**src/rtl/sfc_pkg.sv**
```systemverilog
// Shared types, codes and the CRC-8 byte step for the SPI register frame block.
`default_nettype none
package sfc_pkg;

  localparam int unsigned ByteW  = 8;
  localparam int unsigned DataW  = 24;
  localparam int unsigned NBytes = 4;

  localparam logic [1:0] MODE_WRITE = 2'd0;
  localparam logic [1:0] MODE_READ  = 2'd1;
  localparam logic [1:0] MODE_CHECK = 2'd2;

  localparam logic [1:0] CFG_CRC_ENABLED = 2'd0;
  localparam logic [1:0] CFG_CRC_POLY    = 2'd1;
  localparam logic [1:0] CFG_CRC_INIT    = 2'd2;

  localparam logic [1:0] STATUS_OK       = 2'd0;
  localparam logic [1:0] STATUS_CRC_ERR  = 2'd1;
  localparam logic [1:0] STATUS_BAD_ADDR = 2'd2;

  localparam logic [ByteW-1:0] ADDR_READ_BIT  = 8'h80;
  localparam logic [ByteW-1:0] ADDR_MASK      = 8'h7F;
  localparam logic [ByteW-1:0] FILL_BYTE      = 8'hFF;
  localparam logic [ByteW-1:0] BAD_WRITE_ADDR = 8'hFF;

  localparam logic [2:0] LEN_SHORT = 3'd4;
  localparam logic [2:0] LEN_CRC   = 3'd5;

  typedef enum logic [2:0] {
    KIND_NONE,
    KIND_WRITE,
    KIND_READ,
    KIND_CHECK,
    KIND_BAD
  } kind_t;

  typedef struct packed {
    kind_t                          kind;
    logic [NBytes-1:0][ByteW-1:0]   bytes;
    logic [ByteW-1:0]               rx_crc;
    logic [ByteW-1:0]               crc;
  } pipe_t;

  // One byte of an MSB-first CRC-8.
  function automatic logic [ByteW-1:0] crc8_byte(input logic [ByteW-1:0] crc,
                                                 input logic [ByteW-1:0] data,
                                                 input logic [ByteW-1:0] poly);
    logic [ByteW-1:0] c;
    c = crc ^ data;
    for (int b = 0; b < ByteW; b++) begin
      if (c[ByteW-1]) begin
        c = {c[ByteW-2:0], 1'b0} ^ poly;
      end else begin
        c = {c[ByteW-2:0], 1'b0};
      end
    end
    return c;
  endfunction

endpackage
`default_nettype wire

```
**src/rtl/sfc_crc_stage.sv**
```systemverilog
// One pipeline stage that folds one frame byte into the running CRC-8.
`default_nettype none
module sfc_crc_stage
  import sfc_pkg::*;
(
  input  wire logic             clk,
  input  wire logic             rst,
  input  wire logic             in_valid,
  input  wire pipe_t            in_pipe,
  input  wire logic [ByteW-1:0] data_byte,
  input  wire logic [ByteW-1:0] crc_poly,
  output logic                  out_valid,
  output pipe_t                 out_pipe
);

  pipe_t pipe_next;

  always_ff @(posedge clk) begin
    if (rst) begin
      out_valid <= 1'b0;
    end else begin
      out_valid <= in_valid;
    end
  end

  always_comb begin
    pipe_next     = in_pipe;
    pipe_next.crc = crc8_byte(in_pipe.crc, data_byte, crc_poly);
  end

  always_ff @(posedge clk) begin
    out_pipe <= pipe_next;
  end

endmodule
`default_nettype wire

```
**src/rtl/spi_register_frame_crc8.sv**
```systemverilog
// Top level of the SPI register frame builder and response checker with CRC-8.
`default_nettype none
// Takes one transaction per clock cycle while busy is low: a write frame, a
// read frame or a response check. The result appears on the output ports with
// done high for one cycle and cannot be stalled by the receiver. It passes
// through an input register, four CRC stages that each fold one frame byte
// into the CRC-8, and the output register.
// busy is high only while rst is asserted. Configuration writes through wr_en
// take effect at once and should be made while no transaction is in flight.
module spi_register_frame_crc8
  import sfc_pkg::*;
(
  input  wire logic             clk,
  input  wire logic             rst,
  input  wire logic             start,
  output logic                  busy,
  input  wire logic [1:0]       mode,
  input  wire logic [ByteW-1:0] address,
  input  wire logic [DataW-1:0] write_data,
  input  wire logic [ByteW-1:0] rx_first,
  input  wire logic [ByteW-1:0] rx_second,
  input  wire logic [ByteW-1:0] rx_third,
  input  wire logic [ByteW-1:0] rx_fourth,
  input  wire logic [ByteW-1:0] rx_fifth,
  input  wire logic             wr_en,
  input  wire logic [1:0]       wr_index,
  input  wire logic [ByteW-1:0] wr_data,
  output logic                  done,
  output logic [ByteW-1:0]      frame_first,
  output logic [ByteW-1:0]      frame_second,
  output logic [ByteW-1:0]      frame_third,
  output logic [ByteW-1:0]      frame_fourth,
  output logic [ByteW-1:0]      frame_fifth,
  output logic [2:0]            frame_len,
  output logic [DataW-1:0]      read_data,
  output logic [1:0]            status
);

  logic             crc_enabled;
  logic [ByteW-1:0] crc_poly;
  logic [ByteW-1:0] crc_init;

  logic             accept;
  pipe_t            entry;
  logic  [NBytes:0] stage_valid;
  pipe_t            stage_pipe [NBytes+1];

  logic [ByteW-1:0] frame_first_next;
  logic [ByteW-1:0] frame_second_next;
  logic [ByteW-1:0] frame_third_next;
  logic [ByteW-1:0] frame_fourth_next;
  logic [ByteW-1:0] frame_fifth_next;
  logic [2:0]       frame_len_next;
  logic [DataW-1:0] read_data_next;
  logic [1:0]       status_next;

  assign busy   = rst;
  assign accept = start & ~busy;

  always_ff @(posedge clk) begin
    if (rst) begin
      crc_enabled <= 1'b1;
      crc_poly    <= 8'h07;
      crc_init    <= 8'h00;
    end else if (wr_en) begin
      unique case (wr_index)
        CFG_CRC_ENABLED: crc_enabled <= wr_data[0];
        CFG_CRC_POLY:    crc_poly    <= wr_data;
        CFG_CRC_INIT:    crc_init    <= wr_data;
        default:         ;
      endcase
    end
  end

  // Sort the transaction and lay out the four bytes that the CRC covers.
  always_comb begin
    entry        = '0;
    entry.rx_crc = rx_fifth;
    entry.crc    = crc_init;
    unique case (mode)
      MODE_WRITE: begin
        if (address == BAD_WRITE_ADDR) begin
          entry.kind = KIND_BAD;
        end else begin
          entry.kind     = KIND_WRITE;
          entry.bytes[0] = address & ADDR_MASK;
          entry.bytes[1] = write_data[7:0];
          entry.bytes[2] = write_data[15:8];
          entry.bytes[3] = write_data[23:16];
        end
      end
      MODE_READ: begin
        entry.kind     = KIND_READ;
        entry.bytes[0] = address | ADDR_READ_BIT;
        entry.bytes[1] = FILL_BYTE;
        entry.bytes[2] = FILL_BYTE;
        entry.bytes[3] = FILL_BYTE;
      end
      MODE_CHECK: begin
        entry.kind     = KIND_CHECK;
        entry.bytes[0] = rx_first;
        entry.bytes[1] = rx_second;
        entry.bytes[2] = rx_third;
        entry.bytes[3] = rx_fourth;
      end
      default: entry.kind = KIND_NONE;
    endcase
  end

  always_ff @(posedge clk) begin
    if (rst) begin
      stage_valid[0] <= 1'b0;
    end else begin
      stage_valid[0] <= accept;
    end
  end

  always_ff @(posedge clk) begin
    stage_pipe[0] <= entry;
  end

  for (genvar k = 0; k < NBytes; k++) begin : g_crc
    sfc_crc_stage u_stage (
      .clk       (clk),
      .rst       (rst),
      .in_valid  (stage_valid[k]),
      .in_pipe   (stage_pipe[k]),
      .data_byte (stage_pipe[k].bytes[k]),
      .crc_poly  (crc_poly),
      .out_valid (stage_valid[k+1]),
      .out_pipe  (stage_pipe[k+1])
    );
  end

  pipe_t last;
  assign last = stage_pipe[NBytes];

  always_ff @(posedge clk) begin
    if (rst) begin
      done <= 1'b0;
    end else begin
      done <= stage_valid[NBytes];
    end
  end

  always_comb begin
    frame_first_next  = '0;
    frame_second_next = '0;
    frame_third_next  = '0;
    frame_fourth_next = '0;
    frame_fifth_next  = '0;
    frame_len_next    = '0;
    read_data_next    = '0;
    status_next       = STATUS_OK;
    unique case (last.kind)
      KIND_WRITE, KIND_READ: begin
        frame_first_next  = last.bytes[0];
        frame_second_next = last.bytes[1];
        frame_third_next  = last.bytes[2];
        frame_fourth_next = last.bytes[3];
        frame_fifth_next  = crc_enabled ? last.crc : '0;
        frame_len_next    = crc_enabled ? LEN_CRC : LEN_SHORT;
      end
      KIND_CHECK: begin
        if (crc_enabled && (last.crc != last.rx_crc)) begin
          status_next = STATUS_CRC_ERR;
        end else begin
          read_data_next = {last.bytes[3], last.bytes[2], last.bytes[1]};
        end
      end
      KIND_BAD:  status_next = STATUS_BAD_ADDR;
      KIND_NONE: ;
      default:   ;
    endcase
  end

  always_ff @(posedge clk) begin
    frame_first  <= frame_first_next;
    frame_second <= frame_second_next;
    frame_third  <= frame_third_next;
    frame_fourth <= frame_fourth_next;
    frame_fifth  <= frame_fifth_next;
    frame_len    <= frame_len_next;
    read_data    <= read_data_next;
    status       <= status_next;
  end

`ifndef SYNTHESIS
  a_latency: assert property (@(posedge clk) disable iff (rst)
    done |-> $past(start && !busy, 6))
    else $error("result strobe without a transfer six cycles earlier");

  a_crc_err_clean: assert property (@(posedge clk) disable iff (rst)
    (done && status == STATUS_CRC_ERR) |-> (read_data == '0 && frame_len == '0))
    else $error("CRC mismatch result carries data");

  a_len_needs_crc: assert property (@(posedge clk) disable iff (rst)
    (done && frame_len == LEN_CRC) |-> crc_enabled)
    else $error("five-byte frame built with CRC disabled");
`endif

endmodule
`default_nettype wire

```
**config.mk**
```make
export PLATFORM = sky130hd
export DESIGN_NAME = spi_register_frame_crc8
export DESIGN_NICKNAME = d
export VERILOG_FILES = /design/src/rtl/sfc_pkg.sv /design/src/rtl/sfc_crc_stage.sv /design/src/rtl/spi_register_frame_crc8.sv
export SDC_FILE = /design/constraint.sdc
export NUM_CORES = 1
export LEC_CHECK = 0
export ABC_AREA = 1
export BUFFER_PORTS_ARGS = -buffer_cell sky130_fd_sc_hd__buf_2
export CAP_MARGIN = 5
export CORE_MARGIN = 4
export CORE_UTILIZATION = 40
export CTS_CLUSTER_SIZE = 28
export DETAILED_ROUTE_END_ITERATION = 10
export PLACE_DENSITY_LB_ADDON = 0.12
export SYNTH_ARGS = -nofsm -noshare
export SYNTH_HDL_FRONTEND = slang
export SYNTH_SLANG_ARGS = --single-unit
```
**constraint.sdc**
```tcl
create_clock -name clk -period 8.4 [get_ports clk]
set_clock_uncertainty 0.2 [all_clocks]
set_input_delay 0.84 -clock clk [delete_from_list [all_inputs] [get_ports clk]]
set_output_delay 0.84 -clock clk [all_outputs]
set_load 0.02 [all_outputs]
```
-- After elaboration in Yosys (flattened, before gate mapping)
Index checks and enable logic that the tools add are counted.
- bits in registers: 347
- word-level logic and storage cells: 153
- equality and inequality tests: 10
- mux-type cells: 39
- bitwise logic cells: 39
- reduce and logical (&&, ||, !) cells: 9
- operator list (kind ; count):
    bitwise XOR 8 bit ; 36
    2-to-1 mux 8 bit ; 32
    case mux 32 bit (3 select lines) ; 1
    2-to-1 mux 32 bit ; 1
    case mux 3 bit (3 select lines) ; 1
    equality test 8 bit, second input constant ; 1
    != test 8 bit ; 1
    AND reduction 2 bit ; 4
    equality test 3 x 2 -> 1 bit, second input constant ; 2
    equality test 2 x 1 -> 1 bit, second input constant ; 2
    equality test 2 bit, second input constant ; 2
    logical NOT 2 bit ; 2
    case mux 2 bit (2 select lines) ; 1
    OR reduction 2 bit ; 2
    equality test 3 x 1 -> 1 bit, second input constant ; 1
    equality test 3 bit, second input constant ; 1
    2-to-1 mux 3 bit ; 1
    2-to-1 mux 1 bit ; 2
    inverter 1 bit ; 2
    bitwise AND 1 bit ; 1
    logical AND 1 bit ; 1

-- Logic depth before layout (Yosys ltp)
Gate-level depths: netlist (run 1).
- depth in word-level cells: 17
- mapped depth: 28
- mapped depth without buffers: 27

-- Hierarchy
Synthesis (run 1) repeated with hierarchy kept, for this count alone.
- cell total of the unflattened synthesis: 1894
- area, all modules: 14950.6 um2
- by module, submodules not included (module ; instances ; cells an instance ; area an instance (um2) ; seq. area each (um2)):
    sfc_crc_stage ; 4 ; 351 ; 2612.5 ; 1041.0
    spi_register_frame_crc8 ; 1 ; 490 ; 4500.6 ; 2762.6

-- Worst setup path after synthesis (run 1)
Ideal clock, no wire load.
- kind: reg2reg
- from: reg stage_pipe[227] in the netlist's numbering
- to: reg g_crc[0].u_stage.out_pipe[4] in the netlist's numbering
- arrival time: 2.355 ns
- data required time: 8.084 ns
- setup slack: 5.729 ns
- stages on the path, launching flop included: 23
- period minus slack after synthesis: 2.671 ns
- cells stage by stage: dfxtp_1 > inv_1 > nand2_1 > nand2_2 > nand3_2 > nand2_4 > nand2_2 > xnor2_1 > nor2_1 > nor2_4 > nand2_1 > nand2_1 > nand2_1 > nor2_2 > nor2_8 > nand3_4 > nand2_4 > nor2_1 > nand2_2 > nand2_2 > nor2_1 > nand2_1 > nand2_1
- RTL lines (element ; RTL line ; RTL):
    start, declared ; spi_register_frame_crc8.sv:46 ; pipe_t stage_pipe [NBytes+1];
    end signal, assigned ; sfc_crc_stage.sv:32 ; out_pipe <= pipe_next;
    end, declared ; sfc_crc_stage.sv:13 ; output pipe_t out_pipe

==> results.ini, run 1 <==
[outcome]
status = finished clean

[power_and_ir_drop]
power_mw = 6.500
irDropWorstVdd_uv = 209.8
seqPwrFrac_pct = 30.3
powerDensity_mw_per_mm2 = 397.0
combinationalPowerShare_pct = 45.5
p_leak_nw = 7.683
pwr-share-clk_pct = 24.2
switching_share_pct = 40.15
switchingPower_mw = 2.610
power.internal_mw = 3.890

[routing]
wl_per_cell_um = 13.46
drt_wl_total_um = 31550
drt_iter0_drc = 508
first_pass_iters = 5
remaining_drc_errors = 0
via_per_inst = 4.515
via_count = 10578
detail-route-antenna-nets = 0

[place]
post-place-ws_ns = 4.419
portBuffers = 157
gp_congestion = 0.8090
dp_hpwl_um = 22640
place_inst = 2278

[sta]
period_needed_ns = 3.978
worst_slack_ns = 4.422
fin_crit_sh_pct = 47.35
fin_setup_tns_ns = 0
fmax_mhz = 251.4
maxSlewViolCount = 0
tightestPinTransition_ns = 1.140
relSlewSlack_pct = 24.01
rsz0062_at_grt = no
setup_violations = 0
hold_viol = 0

[final_layout]
area_growth_pct = 17.23
seq_area_mm2 = 0.006928
drive_above_1_share_pct = 19.01
antenna_cells = 0
final_cells = 2343
nNetsFinal = 1953
fillers = 3391
multi_input_area_mm2 = 0.006036

[floorplan]
initial_core_util_pct = 40.53
die_width_um = 194.9
die_y_um = 194.9
rows = 68
core_mm2 = 0.03446
ios = 159
die-area_mm2 = 0.03797

[grt]
grt_pass1_vias = 10227
grt_usage_pct = 16.54
grt_busiest_layer = met2
gr-usage-met3_pct = 3.432
grtUsageMet2_pct = 28.62
gr-usage-met1_pct = 20.51
antenna_found_initial = 0
grt_overflow_total = 0
grt_pass1_wl_um = 51490
grt_max_degree = 42

[setup_path]
crit_fanout = 35
reg2reg_from = crc_poly[5]
crit_required_ns = 8.64
crit_arrival_ns = 4.22
cp-start-kind = register
crit_start = crc_poly[5]
crit_type = register to register
endpoint_kind = register

[clock_tree]
cts_resized = 0
cts_max_level = 2
root_buffer = clkbuf_16
path_clk_slew_ns = 0.07
cts.sinks = 346
cts_tree = yes
clk_latency_ns = 0.54
cts_made_buffers = 36
postCtsSetupRepairBufs = 0
postCtsHoldBufs = 0
cts_buffer_depth = 3

[yosys]
yosysTopAreaCell = dfxtp_1
ys_ff_latch = 346
async_reset_ff_share_pct = 0
synth_fp_nets = 1801
synth_area_leaders = dfxtp_1 50%, nand2_1 11%, xnor2_1 6.3%
ys.flop_type = dfxtp_1
syn_area_per_cell_um2 = 8.172
synth_edf_count = 0
synth_top_cell_area_share_pct = 49.60
syn-cell-area_mm2 = 0.01397
synthCells = 1709
yosysWarnings = 0
ys_seq_area_share_pct = 49.60
ys_types = 40

[worst_hold_path]
hold_path_class = register to register
min_from = g_crc[1].u_stage.out_pipe[28]

[flow_run]
drv_cap = 0

[Yosys cell counts, types with 8 or more instances]
master,count
nand2_1,397
dfxtp_1,346
nor2_1,172
inv_1,166
nand3_1,134
xnor2_1,100
a21oi_1,70
xor2_1,62
nand2_2,36
o21ai_0,34
clkbuf_1,32
inv_2,23
nand3_2,22
o21ai_1,17
buf_2,10
nand2_4,9
buf_1,8
nand3_4,8
[registers in the layout, indices dropped and copies added (netlist names), 4 cells and up]
name / flops
frame_third: 8
frame_first: 8
stage_pipe: 51
frame_second: 8
frame_fifth: 8
g_crc.u_stage.out_valid: 4
crc_poly: 8
g_crc.u_stage.out_pipe: 204
frame_fourth: 8
crc_init: 8
read_data: 24
[metal layers]
layer	wire (um)	vias to the layer above
met3	1576	60
met2	15020	210
met1	13940	4748
met5	0	-
met4	1008	0
li1	-	5560
[stage by stage]
stage | instance area [um^2] | utilization, % | hold WS (ns)
finish | 16370 | 47.51 | 0.1138
detailed placement | 15160 | 44.01 | 0.1121
global placement | 15160 | 44.01 | 0.1098
global route | 16370 | 47.51 | 0.1176
floorplan | 13970 | - | 0.1096
CTS | 16370 | 47.51 | 0.1163
[worst paths after layout]
path / endpoint / slack, ns / cells past startpoint
worst max-delay path: g_crc[2].u_stage.out_pipe[3] / 4.42 / 19
worst min-delay path: g_crc[2].u_stage.out_pipe[28] / 0.11 / 0
worst min register to register: g_crc[2].u_stage.out_pipe[28] / 0.11 / 0
worst max register to register: g_crc[2].u_stage.out_pipe[3] / 4.42 / 19
[cell families after synthesis]
logic type	after synthesis	share of synthesized area, %
and+or+nand+nor	809	26.88
xor gates and xnor gates	168	11.10
other	1	0.02685
adders and majority gates	4	0.3584
buffers and inverters	251	7.185
AOI/OAI and AO/OA	130	4.856
DFF	346	49.60
[cell type report]
class	instances	area share (%)
Clock buffer	48	6.267
Sequential cell	346	42.32
Clock inverter	17	1.116
Multi-Input combinational cell	1112	36.87
Timing Repair Buffer	174	5.579
Tap cell	455	3.477
Inverter	191	4.379
[cell usage in the layout, fill, tap and decap left out, drive strengths merged, types with 4 or more instances in the layout]
cell,netlist,routed
nand2,442,442
dfxtp,346,346
inv,189,193
nor2,185,185
buf,28,174
nand3,164,164
xnor2,103,103
a21oi,70,70
xor2,65,65
o21ai,54,54
clkbuf,32,48
clkinv,2,13
nand4,7,7
ha,4,4
or2,4,4
[worst max-delay path, cell delays in order (launching register included)]
cell and delay, ns:
dfxtp_1 0.30, buf_4 0.38, inv_1 0.25, buf_4 0.25
o21ai_0 0.16, nand2_1 0.08, xnor2_1 0.19, o21ai_1 0.10
nand2_2 0.19, nand3_1 0.10, nand2_1 0.31, nand3_1 0.18
nand2_2 0.25, nand3_1 0.12, nand2_2 0.26, nand2_1 0.08
nand2_1 0.12, nand2_2 0.13, o21ai_0 0.17, nand2_1 0.07
[power groups by stage]
stage	clock (mW)	sequential (mW)	combinational, mW
3_3_place_gp	0	2.01	2.92
5_1_grt	1.69	1.99	3.39
3_5_place_dp	0	2.01	2.96
2_1_floorplan	0	2.01	2.43
6_report	1.57	1.97	2.96
4_1_cts	1.62	1.98	2.98
No activity file was read; power rests on OpenSTA's default activity.
==> inputs of run 2 (changes only) <==
--- a/config.mk
+++ b/config.mk
@@ -5,7 +5,7 @@
 export SDC_FILE = /design/constraint.sdc
 export NUM_CORES = 1
 export LEC_CHECK = 0
-export ABC_AREA = 1
+export ABC_AREA = 0
 export BUFFER_PORTS_ARGS = -buffer_cell sky130_fd_sc_hd__buf_2
 export CAP_MARGIN = 5
 export CORE_MARGIN = 4
==> constraint.sdc (replaced) <==
create_clock -name clk -period 3.3 [get_ports clk]
set_clock_uncertainty 0.2 [all_clocks]
set_input_delay 0.33 -clock clk [delete_from_list [all_inputs] [get_ports clk]]
set_output_delay 0.33 -clock clk [all_outputs]
set_load 0.02 [all_outputs]
==> results.ini, run 2 <==
[yosys]
synth_mux_area_share_pct = 2.110  ; +2.1 points
ys_ff_latch = 346  ; unchanged
synthCells = 1424  ; -17%
ys_seq_area_share_pct = 48.48  ; -1.1 points
yosysMostFrequentCell = dfxtp_1
synth-simple-area-share_pct = 16.51  ; -10 points
synthXorXnorAreaFrac_pct = 20.20  ; +9.1 points
synth_top_family_by_area = XOR/XNOR gates
async_reset_ff_share_pct = 0  ; unchanged
synth_common_cells = 346 x dfxtp_1, 179 x nand2_1, 166 x xnor2_1
syn-cell-area_mm2 = 0.01429  ; +2.3%
syn_area_per_cell_um2 = 10.03  ; +23%
ys.flop_type = dfxtp_1
synth_top_cell_area_share_pct = 48.48  ; -1.1 points
synth_fp_nets = 1516  ; -16%
synth_area_leaders = dfxtp_1 48%, xnor2_1 10%, nand2_1 4.7%
yosysWarnings = 0  ; unchanged
synth_edf_count = 0  ; unchanged
synth_fa_ha_area_share_pct = 0.3503  ; -0.0081 points
synth_compound_area_share_pct = 9.501  ; +4.6 points
yosysTopAreaCell = dfxtp_1
ys_types = 62  ; +55%

[floorplan]
die_width_um = 197  ; +1.1%
core_mm2 = 0.03488  ; +1.2%
die-area_mm2 = 0.03881  ; +2.2%
initial_core_util_pct = 40.96  ; +0.43 points
ios = 159  ; unchanged
die_y_um = 197  ; +1.1%
rows = 68  ; unchanged

[clock_tree]
cts_max_level = 2  ; unchanged
cts_buffer_depth = 3  ; unchanged
cts.sinks = 346  ; unchanged
path_clk_slew_ns = 0.06  ; about the same
clk_latency_ns = 0.56  ; +0.02 ns
root_buffer = clkbuf_16
cts_tree = yes
cts_made_buffers = 35  ; -2.8%

[sta]
fmax_mhz = 282.3  ; +12%
tightestPinTransition_ns = 0.8997  ; -0.2401 ns
hold_viol = 0  ; unchanged
period_needed_ns = 3.543  ; -0.4346 ns
worst_slack_ns = -0.2430  ; -4.665 ns
maxSlewViolCount = 0  ; unchanged
setup_violations = 30  ; +30
rsz0062_at_grt = yes
fin_crit_sh_pct = 107.4  ; +60 points
relSlewSlack_pct = 40.02  ; +16 points

[grt]
grt_overflow_total = 0  ; unchanged
grt_pass1_vias = 11230  ; +9.8%
grt_max_degree = 29  ; -31%
grt_usage_pct = 19.67  ; +3.1 points
antenna_found_initial = 1  ; +1
grt_pass1_wl_um = 60600  ; +18%

[routing]
remaining_drc_errors = 0  ; unchanged
wl_per_cell_um = 16.80  ; +25%
drt_wl_total_um = 39640  ; +26%
detail-route-antenna-nets = 0  ; unchanged
via_count = 11497  ; +8.7%
via_per_inst = 4.872  ; +7.9%
drt_iter0_drc = 508  ; unchanged
first_pass_iters = 5  ; unchanged

[final_layout]
nNetsFinal = 1973  ; +1.0%
drive_above_1_share_pct = 37.59  ; +19 points
largest_register = g_crc.u_stage.out_pipe
reg_top3 = g_crc.u_stage.out_pipe (204), stage_pipe (51), read_data (24)
area_growth_pct = 47.40
seq_area_mm2 = 0.006979  ; +0.74%
largest_reg_flops = 204  ; unchanged
antenna_cells = 0  ; unchanged
multi_input_area_mm2 = 0.008434  ; +40%
layout_common_cells = 326 x dfxtp_1, 219 x buf_4, 163 x nand2_1
fillers = 2904  ; -14%
finish.utilization_pct = 60.38  ; +13 points
mostFrequentLayoutCell = dfxtp_1

[setup_path]
reg2reg_from = stage_pipe[227]
crit_required_ns = 3.53  ; -5.11 ns
endpoint_kind = register
crit_type = register to register
crit_arrival_ns = 3.77  ; -0.45 ns
rr_endpoint = g_crc[0].u_stage.out_pipe[3]
cp-start-kind = register
crit_start = stage_pipe[227]
crit_fanout = 8  ; -77%
regToRegSetupSlack_ns = -0.24  ; -4.67 ns
reg2reg_depth = 12  ; -7

[power_and_ir_drop]
powerDensity_mw_per_mm2 = 1068  ; +170%
irDropWorstVdd_uv = 692.8  ; +230%
p_leak_nw = 9.065  ; +18%

[flow_run]
drv_cap = 0  ; unchanged

[worst_hold_path]
min_path_cells = 0  ; unchanged
hold_path_class = register to register
min_from = g_crc[0].u_stage.out_pipe[22]
min_to = g_crc[1].u_stage.out_pipe[22]

[place]
post-place-ws_ns = -0.3436  ; -4.763 ns
dp_hpwl_um = 27860  ; +23%
portBuffers = 157  ; unchanged
gp_congestion = 0.8807  ; +8.9%

[outcome]
failed_checks = setup timing
status = complete, but fails checks

-- run 2: cell types whose count changed after synthesis, sizes merged, moves of 23 or more --
cell and delta:
a21oi -29, a221oi +24, and2 +82, clkbuf +32, inv -179, mux2i +29, nand2 -263, nand3 -129
nor2 -92, nor4 +23, xnor2 +78, xnor3 +29
-- run 2: metal layers --
layer	part of all wire (%)	up-vias	global-route usage, %
li1	-	5689	-
met1	44	5460	25.74
met2	48	267	33.04
met3	4.9	81	3.521
met4	2.9	0	6.626
met5	0	-	0
-- run 2: how the worst max path moves through the flow --
stage	depth (start not counted)	end	slack (ns)
6_report	12	g_crc[0].u_stage.out_pipe[3]	-0.24
5_1_grt	12	g_crc[0].u_stage.out_pipe[3]	-0.37
4_1_cts	12	g_crc[0].u_stage.out_pipe[5]	-0.16
3_5_place_dp	12	g_crc[0].u_stage.out_pipe[3]	-0.34
3_3_place_gp	12	g_crc[0].u_stage.out_pipe[5]	-0.29
2_1_floorplan	14	g_crc[3].u_stage.out_pipe[3]	0.0004
-- run 2: area by class of cell --
cell class	count	share of cell area, %
Multi-Input combinational cell	980	40.05
Sequential cell	346	33.14
Timing Repair Buffer	504	18.30
Clock buffer	47	4.515
Tap cell	455	2.703
Clock inverter	14	1.046
Inverter	14	0.2555
-- run 2: critical path: stages, from the launching register on --
cell	delay, ns
dfxtp_4	0.39
xnor2_4	0.16
buf_12	0.15
xnor2_4	0.28
a21oi_2	0.12
or3_4	0.44
a21oi_2	0.14
xnor3_1	0.29
xnor2_1	0.22
xnor3_2	0.43
nor4_2	0.29
a21oi_2	0.06
xnor2_1	0.25
-- run 2: timing repair --
action | in CTS | in global routing
endpoints found under the setup margin | 32 | 32
hold endpoints to repair | 61 | 0
pin swaps | 51 | 75
hold buffers | 88 | 0
buffers inserted | 27 | 28
gates cloned | 0 | 2
resized for setup | 142 | 165
-- run 2: metrics by stage --
stage | setup TNS [ns] | hold slack [ns] | cell area [um^2] | std cells | total power [mW]
finish | -4.492 | 0.1012 | 21060 | 2360 | 22.50
global route | -8.770 | 0.1062 | 21060 | 2360 | 23.78
CTS | -1.973 | 0.09930 | 19990 | 2334 | 20.88
detailed placement | -7.115 | 0.1121 | 17090 | 2159 | 15.51
global placement | -6.567 | 0.1100 | 17090 | 2159 | 15.42
floorplan | 0 | 0.1095 | 14470 | 1424 | 12.61
-- run 2: cell families after synthesis --
| logic type | after synthesis |
|---|---|
| AO/OA/AOI/OAI | 196 |
| XOR/XNOR | 265 |
| adder cells (fa/ha/maj) | 4 |
| buffers and inverters | 98 |
| flip-flops | 346 |
| multiplexers | 30 |
| other | 1 |
| AND/OR/NAND/NOR | 484 |
-- run 2: report_power, final --
group          leakage [nW]  switching (mW)  internal (mW)
sequential             2.89           0.315           4.79
clock                 0.569            1.63           2.30
combinational          5.61            6.04           7.42
